--- config.mk ---
export PLATFORM = sky130hd
export DESIGN_NAME = rce_back
export DESIGN_NICKNAME = d
export VERILOG_FILES = /design/src/hdl/ray_circle_exit_time_macros.svh /design/src/hdl/rce_pkg.sv /design/src/hdl/rce_back.sv
export SDC_FILE = /design/constraint.sdc
export NUM_CORES = 1
export LEC_CHECK = 0
export BUFFER_PORTS_ARGS = -buffer_cell sky130_fd_sc_hd__clkbuf_2
export CAP_MARGIN = 40
export CORE_MARGIN = 1.5
export CORE_UTILIZATION = 50
export CTS_CLUSTER_SIZE = 8
export DETAILED_ROUTE_END_ITERATION = 8
export GPL_ROUTABILITY_DRIVEN = 0
export PLACE_DENSITY = 0.69
export SLEW_MARGIN = 15
export SYNTH_ARGS = -nofsm -noshare
export SYNTH_HDL_FRONTEND = slang
export SYNTH_SLANG_ARGS = --single-unit
export TNS_END_PERCENT = 10
--- constraint.sdc ---
create_clock -name clk -period 9.59 [get_ports clk]
set_input_delay 0.4795 -clock clk [delete_from_list [all_inputs] [get_ports clk]]
set_output_delay 0.4795 -clock clk [all_outputs]
set_load 0.03 [all_outputs]
--- src/hdl/ray_circle_exit_time_macros.svh ---
// Assertion helpers used by the top-level file of this block.
`ifndef RAY_CIRCLE_EXIT_TIME_MACROS_SVH
`define RAY_CIRCLE_EXIT_TIME_MACROS_SVH

// Same-cycle implication, disabled while reset is asserted.
`define RCE_ASSERT_NOW(label, clk_s, rst_s, ante, cons) \
  label: assert property (@(posedge clk_s) disable iff (!rst_s) (ante) |-> (cons)) \
    else $error("ray_circle_exit_time: check failed");

// Next-cycle implication, disabled while reset is asserted.
`define RCE_ASSERT_NEXT(label, clk_s, rst_s, ante, cons) \
  label: assert property (@(posedge clk_s) disable iff (!rst_s) (ante) |=> (cons)) \
    else $error("ray_circle_exit_time: check failed");

`endif

--- src/hdl/rce_pkg.sv ---
package rce_pkg;

  localparam int POS_W     = 32;  // Q16.16 positions and center
  localparam int DIR_W     = 16;  // Q2.14 direction
  localparam int RADC_W    = 31;  // unsigned Q15.16 radius
  localparam int REL_W     = 33;  // pos - center
  localparam int PROD_W    = 49;  // rel * dir
  localparam int H_W       = 50;  // dot(rel, dir), Q.30
  localparam int HMAG_W    = 49;  // |h|
  localparam int HLO_W     = 25;  // low slice of |h| for the split square
  localparam int HHI_W     = HMAG_W - HLO_W;
  localparam int SQ_W      = 65;  // rel component squared
  localparam int RELSQ_W   = 66;  // dot(rel, rel)
  localparam int RR_W      = 62;  // radius squared
  localparam int K_W       = 68;  // radius^2 - dot(rel, rel)
  localparam int HSQ_W     = 98;  // h squared
  localparam int D_W       = 99;  // discriminant / 4, Q.60, signed
  localparam int RAD_W     = 98;  // radicand fed to the square root
  localparam int ROOT_W    = 49;  // floor(sqrt(D)), Q.30
  localparam int REM_W     = 51;  // square root partial remainder
  localparam int SQ_N      = ROOT_W;  // one result bit per stage
  localparam int T_W       = 52;  // candidate roots, Q.30
  localparam int FRAC_DROP = 14;  // Q.30 to Q.16
  localparam int Q_W       = T_W - FRAC_DROP;
  localparam int EXIT_W    = 32;
  localparam int FRONT_N   = 7;
  localparam int BACK_N    = 3;
  localparam int CFG_IDX_W = 2;
  localparam int CFG_DAT_W = 32;

  localparam logic signed [T_W-1:0] RND_POS = T_W'(1 << (FRAC_DROP - 1));
  localparam logic signed [T_W-1:0] RND_NEG = T_W'((1 << (FRAC_DROP - 1)) - 1);
  localparam logic [EXIT_W-1:0] EXIT_MAX = {1'b0, {(EXIT_W-1){1'b1}}};
  localparam logic [EXIT_W-1:0] EXIT_MIN = {1'b1, {(EXIT_W-1){1'b0}}};

  typedef enum logic [CFG_IDX_W-1:0] {
    CFG_CENTER_X = 2'd0,
    CFG_CENTER_Y = 2'd1,
    CFG_RADIUS   = 2'd2
  } cfg_idx_t;

  // Side information that travels with the radicand through the root.
  typedef struct packed {
    logic                  hit;
    logic signed [H_W-1:0] h;
  } rce_side_t;

endpackage

--- src/hdl/rce_back.sv ---
module rce_back (
  input  logic                               clk,
  input  logic                               rst_n,
  input  logic                               adv,
  input  logic                               in_valid,
  input  logic [rce_pkg::ROOT_W-1:0]         root,
  input  rce_pkg::rce_side_t                 side,
  output logic                               out_valid,
  output logic signed [rce_pkg::EXIT_W-1:0]  exit_time,
  output logic                               hit
);

  logic [rce_pkg::BACK_N-1:0]          v_r;
  logic signed [rce_pkg::T_W-1:0]      t1_r, t2_r;
  logic                                hit1_r, hit2_r, hit3_r;
  logic signed [rce_pkg::Q_W-1:0]      q_r;
  logic signed [rce_pkg::EXIT_W-1:0]   exit_r;

  logic signed [rce_pkg::T_W-1:0]      hx, sx, t_sel, t_rnd;
  logic                                sat;
  logic [rce_pkg::EXIT_W-1:0]          exit_nxt;

  assign hx = rce_pkg::T_W'(side.h);
  assign sx = $signed({{(rce_pkg::T_W-rce_pkg::ROOT_W){1'b0}}, root});

  // The smaller root wins only when it is strictly positive.
  assign t_sel = (t2_r > 0) ? t2_r : t1_r;
  // Round half away from zero; negatives add one less than half before the floor shift.
  assign t_rnd = t_sel + (t_sel[rce_pkg::T_W-1] ? rce_pkg::RND_NEG : rce_pkg::RND_POS);

  assign sat = (q_r[rce_pkg::Q_W-1:rce_pkg::EXIT_W-1]
                != {(rce_pkg::Q_W-rce_pkg::EXIT_W+1){q_r[rce_pkg::Q_W-1]}});

  always_comb begin
    if (!hit2_r) begin
      exit_nxt = '0;
    end else if (sat) begin
      exit_nxt = q_r[rce_pkg::Q_W-1] ? rce_pkg::EXIT_MIN : rce_pkg::EXIT_MAX;
    end else begin
      exit_nxt = q_r[rce_pkg::EXIT_W-1:0];
    end
  end

  always_ff @(posedge clk) begin
    if (!rst_n) begin
      v_r <= '0;
    end else if (adv) begin
      v_r <= {v_r[rce_pkg::BACK_N-2:0], in_valid};
    end
  end

  always_ff @(posedge clk) begin
    if (adv) begin
      t1_r   <= sx - hx;
      t2_r   <= -hx - sx;
      hit1_r <= side.hit;

      q_r    <= t_rnd[rce_pkg::T_W-1:rce_pkg::FRAC_DROP];
      hit2_r <= hit1_r;

      exit_r <= exit_nxt;
      hit3_r <= hit2_r;
    end
  end

  assign out_valid = v_r[rce_pkg::BACK_N-1];
  assign exit_time = exit_r;
  assign hit       = hit3_r;

endmodule

==> results of run 1 <==
area by class of cell:
| class | count | area (um2) | area share |
|---|---|---|---|
| Clock buffer | 19 | 432.9 | 0.02764 |
| Clock inverter | 13 | 136.4 | 0.008707 |
| Tap cell | 378 | 473.0 | 0.03020 |
| Multi-Input combinational cell | 1095 | 7890 | 0.5038 |
| Timing Repair Buffer | 147 | 807.0 | 0.05153 |
| Sequential cell | 178 | 5315 | 0.3394 |
| Inverter | 162 | 608.1 | 0.03882 |
worst reg2reg max path, cell delays in order (launching register included):
cell and delay, ps:
sky130_fd_sc_hd__edfxtp_1 420, sky130_fd_sc_hd__nor4_1 360, sky130_fd_sc_hd__nand4_1 220, sky130_fd_sc_hd__o41ai_4 410
sky130_fd_sc_hd__buf_4 620, sky130_fd_sc_hd__inv_2 500, sky130_fd_sc_hd__nand2_1 190, sky130_fd_sc_hd__nand2_1 90
sky130_fd_sc_hd__ha_1 310, sky130_fd_sc_hd__and3_1 190, sky130_fd_sc_hd__a221o_1 340, sky130_fd_sc_hd__a2111oi_0 680
sky130_fd_sc_hd__a2111oi_2 160, sky130_fd_sc_hd__buf_4 230, sky130_fd_sc_hd__and3_1 250, sky130_fd_sc_hd__nand4b_1 160
sky130_fd_sc_hd__a21oi_1 80, sky130_fd_sc_hd__a211oi_1 230, sky130_fd_sc_hd__nor2_1 70
per-layer routing:
| metal | up-vias | wire [um] | GRT usage |
|---|---|---|---|
| li1 | 5601 | - | - |
| met1 | 5132 | 15890 | 0.3344 |
| met2 | 366 | 13470 | 0.3387 |
| met3 | 40 | 1640 | 0.03047 |
| met4 | 0 | 689 | 0.07234 |
| met5 | - | 0 | 0 |
cells in the mapped netlist, drive strengths merged (6+ instances only):
library cell	n	area share
nor2b	14	0.0063
a21oi	99	0.035
nand3	45	0.016
o21a	15	0.0081
nor3	25	0.0090
o2111ai	6	0.0038
edfxtp	175	0.38
nand4	18	0.0085
or2	7	0.0031
xor2	36	0.023
xnor2	76	0.048
buf	10	0.0038
o21bai	16	0.0086
nand2	129	0.035
o21ai	83	0.030
ha	160	0.14
nor2	71	0.020
a211oi	19	0.010
a21boi	35	0.019
a31oi	16	0.0072
o31ai	7	0.0038
nand2b	16	0.0072
clkbuf	30	0.0081
and2	11	0.0049
and3	20	0.0090
mux2i	27	0.019
a21o	42	0.023
inv	161	0.043
nor4	28	0.014
a2111oi	8	0.0055
flip-flops by register name, indices dropped and copies added (netlist names):
register / flops
v_r: 3
hit1_r: 1
exit_time: 32
t1_r: 51
t2_r: 51
hit: 1
q_r: 38
hit2_r: 1
stage by stage:
| stage | utilization | area (um2) |
|---|---|---|
| 2_1_floorplan | - | 13970 |
| 3_3_place_gp | 0.5443 | 15040 |
| 3_5_place_dp | 0.5453 | 15070 |
| 4_1_cts | 0.5659 | 15640 |
| 5_1_grt | 0.5669 | 15660 |
| 6_report | 0.5669 | 15660 |
power by group through the flow:
stage          sequential, mW  combinational, mW  clock [mW]
6_report                 1.10              0.754       0.669
5_1_grt                  1.12              0.837       0.708
4_1_cts                  1.10              0.747       0.678
3_5_place_dp             1.12              0.742           0
3_3_place_gp             1.12              0.730           0
2_1_floorplan            1.11              0.517           0
cell families after synthesis:
family | after synthesis | share of synthesized area
and+or+nand+nor | 402 | 0.1425
AOI/OAI and AO/OA | 390 | 0.1844
buffers and inverters | 202 | 0.05543
DFF | 178 | 0.3804
adders and majority gates | 162 | 0.1461
xor gates and xnor gates | 112 | 0.07020
muxes | 29 | 0.02095
how the worst max path moves through the flow:
stage	to	depth (start not counted)	startpoint	slack (ps)
2_1_floorplan	q_r[16]	22	t2_r[20]	4270
3_3_place_gp	q_r[29]	18	t2_r[25]	4160
3_5_place_dp	q_r[29]	18	t2_r[5]	3910
4_1_cts	q_r[29]	18	t2_r[5]	3920
5_1_grt	q_r[29]	18	t2_r[5]	3500
6_report	q_r[29]	18	t2_r[51]	3860
==> flow_results.org, run 1 <==
** Power
- The worst-case IR drop observed on VDD is 0.1143 mV.
- For this design the ratio of total power to cell area is 161.4 nW/um2.
- The share of total power dissipated in sequential elements is 0.437.
- Summed over all nets, the switching power comes to 0.8251 mW.
- The internal portion of the total power is 1.703 mW.
- Total chip power :: ~2.5 mW
- The share of total power dissipated in the clock network is 0.265.
- Switching power share of the total :: 0.3264
- The analysis attributes to cell leakage a power of 7.024 nW.
- Combinational share of power :: 0.298

** Clock network
- Counting along the longest clock path gives a buffer depth of 2.
- Clock transition at path regs :: 70 ps
- TritonCTS clock tree :: yes
- Clk root buf :: sky130_fd_sc_hd__clkbuf_16
- Clock latency on the worst-skew pair, taken at its later pin, is 430 ps.
- Post-CTS Hold Buffers :: 0
- Clock sink count :: approximately 180
- Maximum level of the CTS H-tree :: 4
- Number of buffers created by CTS :: 17
- Number of buffers inserted to repair setup after CTS :: 0
- Post-cts resize count :: 0

** STA
- Count of endpoints failing hold in the final timing report :: 0
- The max-slew violation count was 0.
- Worst hold slack :: 230.7 ps
- Subtracting the final worst setup slack from the clock period gives approximately 5700 ps.
- Least-Margin Pin Slew :: 884.2 ps
- Maximum clock skew at final layout :: 8.698 ps
- In the finished design, the share of the clock period the worst path needs comes to 0.5977.
- Setup violations remaining at the end of the flow were counted as 0.
- RSZ-0062 raised after global routing :: false
- Timing would allow up to 0.1745 GHz.
- Setup slack on the critical path of the routed design comes to ~3900 ps.
- Setup_tns :: 0 ps
- The worst pin sits at a relative slew slack of 0.4055.

** Logic synthesis
- Netlist area before placement :: between 10000 and 15000 um2
- Counting flops with an async set or reset pin after synthesis yields a share of 0.
- FF+latch count, synth :: roughly 180
- In this run the mean area of a mapped cell was 9.473 um2.
- Yosys printed 0 warnings.
- Sequential share of the synthesized area :: 0.3804
- Number of distinct standard cells referenced by the synthesized netlist :: 75
- Syn Nets :: around 1700
- In this run, synthesis inferred 175 flip-flops with an integrated enable.
- Most used flip-flop cell after synthesis :: sky130_fd_sc_hd__edfxtp_1
- In the synthesized netlist, the number of instances is 1475.

** Worst hold path
- Hold endpoint :: hit1_r
- In this run the most critical hold path is launched from side[50].
- The worst hold path belongs to the class primary input to flop.
- Along the worst hold path, the cell count comes to 1.

** Worst setup path
- For flop-to-flop paths, the worst setup slack is approximately 3900 ps.
- Startpoint type of the worst setup path :: flop
- Setup Crit Path Kind :: flop to flop
- Number of buffers and inverters on the critical path :: 3
- Data on the critical path is required at its endpoint by roughly 10000 ps.
- Cell at the slowest stage of the critical path :: sky130_fd_sc_hd__a2111oi_0
- Number of cells on the worst reg-to-reg path :: 18
- Along the worst path, the maximum fanout reaches 64.
- Worst r2r src :: t2_r[51]
- End of the worst register-to-register path :: q_r[29]
- CP top delay family :: compound AO/OA/AOI/OAI gates
- STA classifies the critical path endpoint as a flop.
- STA puts the critical path data arrival time at 5910 ps.
- The largest single stage delay on the critical path is 680 ps.
- List of cells traversed by the critical path :: nor4_1, nand4_1, o41ai_4, buf_4, inv_2, nand2_1, nand2_1, ha_1, and3_1, a221o_1, a2111oi_0, a2111oi_2, buf_4, and3_1, nand4b_1, a21oi_1, a211oi_1, nor2_1

** Final layout
- Total Nets Final :: 1867
- Layout overhead on the synthesized area :: 12.09%
- 0 antenna diodes ended up in the layout.
- Share of layout cells above drive strength 1 :: 0.1202
- Leading cell types in the layout, fill and taps excluded :: 175 x sky130_fd_sc_hd__edfxtp_1, 160 x sky130_fd_sc_hd__ha_1, 159 x sky130_fd_sc_hd__inv_1
- Leaving out filler cells and counting taps, the final layout contains 1992.
- Filler cell count in the final layout :: ~2500
- Most common cell after layout, fill and taps aside :: sky130_fd_sc_hd__edfxtp_1

** Floorplan
- Core Rows :: 61
- Total die area :: 28960 um2
- Placeable core area :: 27630 um2
- Ports placed on the boundary :: about 140
- Horizontal die dimension :: ~170 um
- Die Ht :: 170.2 um
- Starting utilization of the core area :: 0.5058

** Routing
- Routed length per instance :: 15.91 um
- For this block, the via count after detailed routing is 11140.
- Average via count per standard cell :: 5.592
- Number of nets with antenna violations after detailed routing :: 0
- Post-route DRC violation count :: 0
- Final wirelength :: 31690 um
- The detailed router finished its first iteration with 965 violations.
- The first TritonRoute pass finished after 5 iterations.

** Placement
- In this run, placement finished with an instance count of 1959.
- Timing analysis after detailed placement gives a worst setup slack of between 3000 and 4000 ps.
- Number of port buffers :: 137
- Half-perimeter wire length after detailed placement :: 25040 um

** Job
- Maximum capacitance violations :: 0

** Global route
- Across every metal layer, demand over resource in global routing totals 0.2255.
- The number of antenna violations at the first check in global routing was 0.
- The total overflow left after global routing is 0.
- The number of global-route vias before repair was 10300.
- Entering global routing, the biggest net connects 99 pins.
- The first global-routing pass estimated approximately 52000 um of wire.

** Outcome
- The flow ran to the end, and the final reports show no timing, DRC or antenna violations.
(Power assumes the default switching activity.)
==> run 2: changes to the inputs <==
clock period = 5.4 ns   (was 9.59 ns; I/O delays follow)
==> flow_results.org, run 2 (same netlist as run 1, synthesis figures left out) <==
** Outcome
- Outcome :: finished, final reports clean

** Final layout
- Compared with the post-synthesis result, the final layout area differs by 12.46%.
- The final design area excluding fillers was 15710 um2 (+0.33%).
- The library cells used most frequently in the layout, excluding fill and tap cells, are 175 x sky130_fd_sc_hd__edfxtp_1, 160 x sky130_fd_sc_hd__ha_1, 159 x sky130_fd_sc_hd__inv_1.
- The largest registers in the layout are t1_r x51, t2_r x51, q_r x38.
- The number of cells in the finished layout apart from fillers was 1995 (+0.15%).
- Most common cell after layout, fill and taps aside :: sky130_fd_sc_hd__edfxtp_1
- Filler cell count in the final layout :: 2442 (-1.4%)
- Total Nets Final :: 1870 (+0.16%)
- The fraction of layout instances using a drive strength above 1 is 0.1231 (+0.002869).
- Antenna diode count :: 0 (unchanged)

** Power
- Total chip power :: 4.576 mW (+81%)
- The power per standard cell area was 291.2 nW/um2 (+80%).
- The static power due to leakage is 7.061 nW (+0.53%).
- IR drop worst, VDD :: 0.1754 mV (+53%)

** Routing
- Routed length per instance :: 15.56 um (-2.2%)
- Final wirelength :: 31050 um (-2.0%)
- The number of design rule violations left after detail routing is 0 (unchanged).
- The remaining antenna violation count came to 0 (unchanged).
- The number of vias after detailed routing was 11060 (-0.69%).
- Drt initial violations :: 1006 (+4.2%)
- Number of search-and-repair iterations in the first detailed-routing pass :: 5 (unchanged)
- The vias per cell was 5.545 (-0.84%).

** STA
- RSZ-0062 raised after global routing :: false
- Setup_tns :: 0 ps (unchanged)
- The top achievable clock speed is 0.2010 GHz (+15%).
- The worst-case setup margin in the final layout is 424.1 ps (-3434 ps).
- Least-Margin Pin Slew :: 964.8 ps (+80.63 ps)
- The count of endpoints failing hold in the final timing report is 0 (unchanged).
- The setup skew after layout came to 11.18 ps (+2.482 ps).
- The final clock period utilization by the worst path was 0.9215 (+0.3237).
- Worst slew margin relative to its limit :: 0.3513 (-0.05422)
- Tmin final :: 4976 ps (-756.3 ps)
- The max-slew violation count was 0 (unchanged).
- Total setup violations reported at the end of the flow :: 0 (unchanged)

** Clock network
- Clock sink count :: 178 (unchanged)
- Insertion delay to the later sink of the worst-skew pair :: 440 ps (about the same)
- The number of buffers on the longest clock path came to 2 (unchanged).
- CTS placed an instance of sky130_fd_sc_hd__clkbuf_16 at the clock tree root.
- TritonCTS clock tree :: yes
- Clock transition at path regs :: 70 ps (about the same)
- The clock buffer count from CTS was 17 (unchanged).
- Maximum level of the CTS H-tree :: 4 (unchanged)
- The total of hold buffers inserted after clock tree synthesis came to 0 (unchanged).

** Placement
- Total placed cells including tap cells :: 1963 (+0.20%)
- Half-perimeter wire length after detailed placement :: 24850 um (-0.73%)
- The setup slack at placement came to 351.1 ps (-3560 ps).
- Number of port buffers :: 137 (unchanged)
- The placement-stage cell area was 15090 um2 (+0.18%).

** Floorplan
- Placeable core area :: 27630 um2 (unchanged)
- Core Rows :: 61 (unchanged)
- Starting utilization of the core area :: 0.5058 (unchanged)
- The vertical extent of the die was 170.2 um (unchanged).
- Horizontal die dimension :: 170.2 um (unchanged)
- Ports placed on the boundary :: 138 (unchanged)
- The area of the die came to 28960 um2 (unchanged).

** Worst hold path
- Worst Hold Class :: primary input to flop

** Job
- Maximum capacitance violations :: 0 (unchanged)

** Worst setup path
- The register-to-register setup slack was 420 ps (-3430 ps).
- The critical path data required time was 5580 ps (-4190 ps).
- Setup Crit Path Kind :: flop to flop
- The highest cell delay on the worst timing path is 610 ps (-70 ps).
- On the critical path, the stage with the largest delay is an instance of sky130_fd_sc_hd__a2111oi_1.
- STA classifies the critical path startpoint as a flop.
- STA classifies the critical path endpoint as a flop.
- The arrival time at the worst endpoint is 5160 ps (-750 ps).
- Critical Path Fanout Max :: 33 (-48%)
- List of cells traversed by the critical path :: nor4_1, nand4_1, o41ai_4, inv_2, nand2_1, nand2_1, ha_1, and3_1, a221o_1, a2111oi_1, a2111oi_2, buf_2, and3_1, nand4b_1, a21oi_1, a211oi_1, nor2_1

** Global route
- The wire length of the first global-routing pass was 50680 um (-2.6%).
- The global route total overflow is 0 (unchanged).
- Via count of the first global-routing pass :: 10180 (-1.1%)
- Largest net degree at the start of global routing :: 86 (-13%)
- The total global routing track utilization came to 0.2190 (-0.006454).
- Number of antenna violations at the first check in global routing :: 0 (unchanged)
[run 2: where the power goes]
| group | switching (mW) | internal (mW) | leakage, nW |
|---|---|---|---|
| Clock | 0.541 | 0.743 | 0.301 |
| Sequential | 0.151 | 1.81 | 1.75 |
| Combinational | 0.795 | 0.534 | 5.01 |
[run 2: final cells by class]
cell class,count,area (um2),share of cell area
Tap cell,378,473.0,0.03010
Sequential cell,178,5315,0.3382
Multi-Input combinational cell,1095,7891,0.5022
Clock inverter,15,193.9,0.01234
Clock buffer,17,425.4,0.02707
Timing Repair Buffer,150,807.0,0.05136
Inverter,162,608.1,0.03870
[run 2: critical path, delay by kind of cell (launching register included)]
family | cells | cell delay [ps]
buf+inv | 2 | 540
simple gates | 8 | 1590
compound gates | 6 | 1830
flops | 1 | 470
fa+ha+maj | 1 | 280
[run 2: per-stage QoR]
step / hold WS [ps] / utilization
floorplan: 368.9 / -
global placement: 417.6 / 0.5451
detailed placement: 430.2 / 0.5463
CTS: 0.6073 / 0.5687
global route: 3.542 / 0.5687
finish: 25.46 / 0.5687
[run 2: path summary, 6_finish.rpt]
path / startpoint / endpoint / depth (start not counted)
setup reg to reg: t2_r[44] / q_r[29] / 17
hold reg to reg: hit1_r / hit2_r / 0
setup / recovery: t2_r[44] / q_r[29] / 17
hold / removal: side[50] / hit1_r / 1
[run 2: metal layers]
metal	GRT usage	vias to the layer above	wire, um
li1	-	5588	-
met1	0.3206	5078	15420
met2	0.3309	346	13280
met3	0.03023	50	1658
met4	0.07580	0	687
met5	0	-	0
[run 2: repair_timing]
action	in CTS	in global routing
buffers inserted	0	0
endpoints found under the hold margin	0	0
endpoints found under the setup margin	0	1
resized for setup	0	1
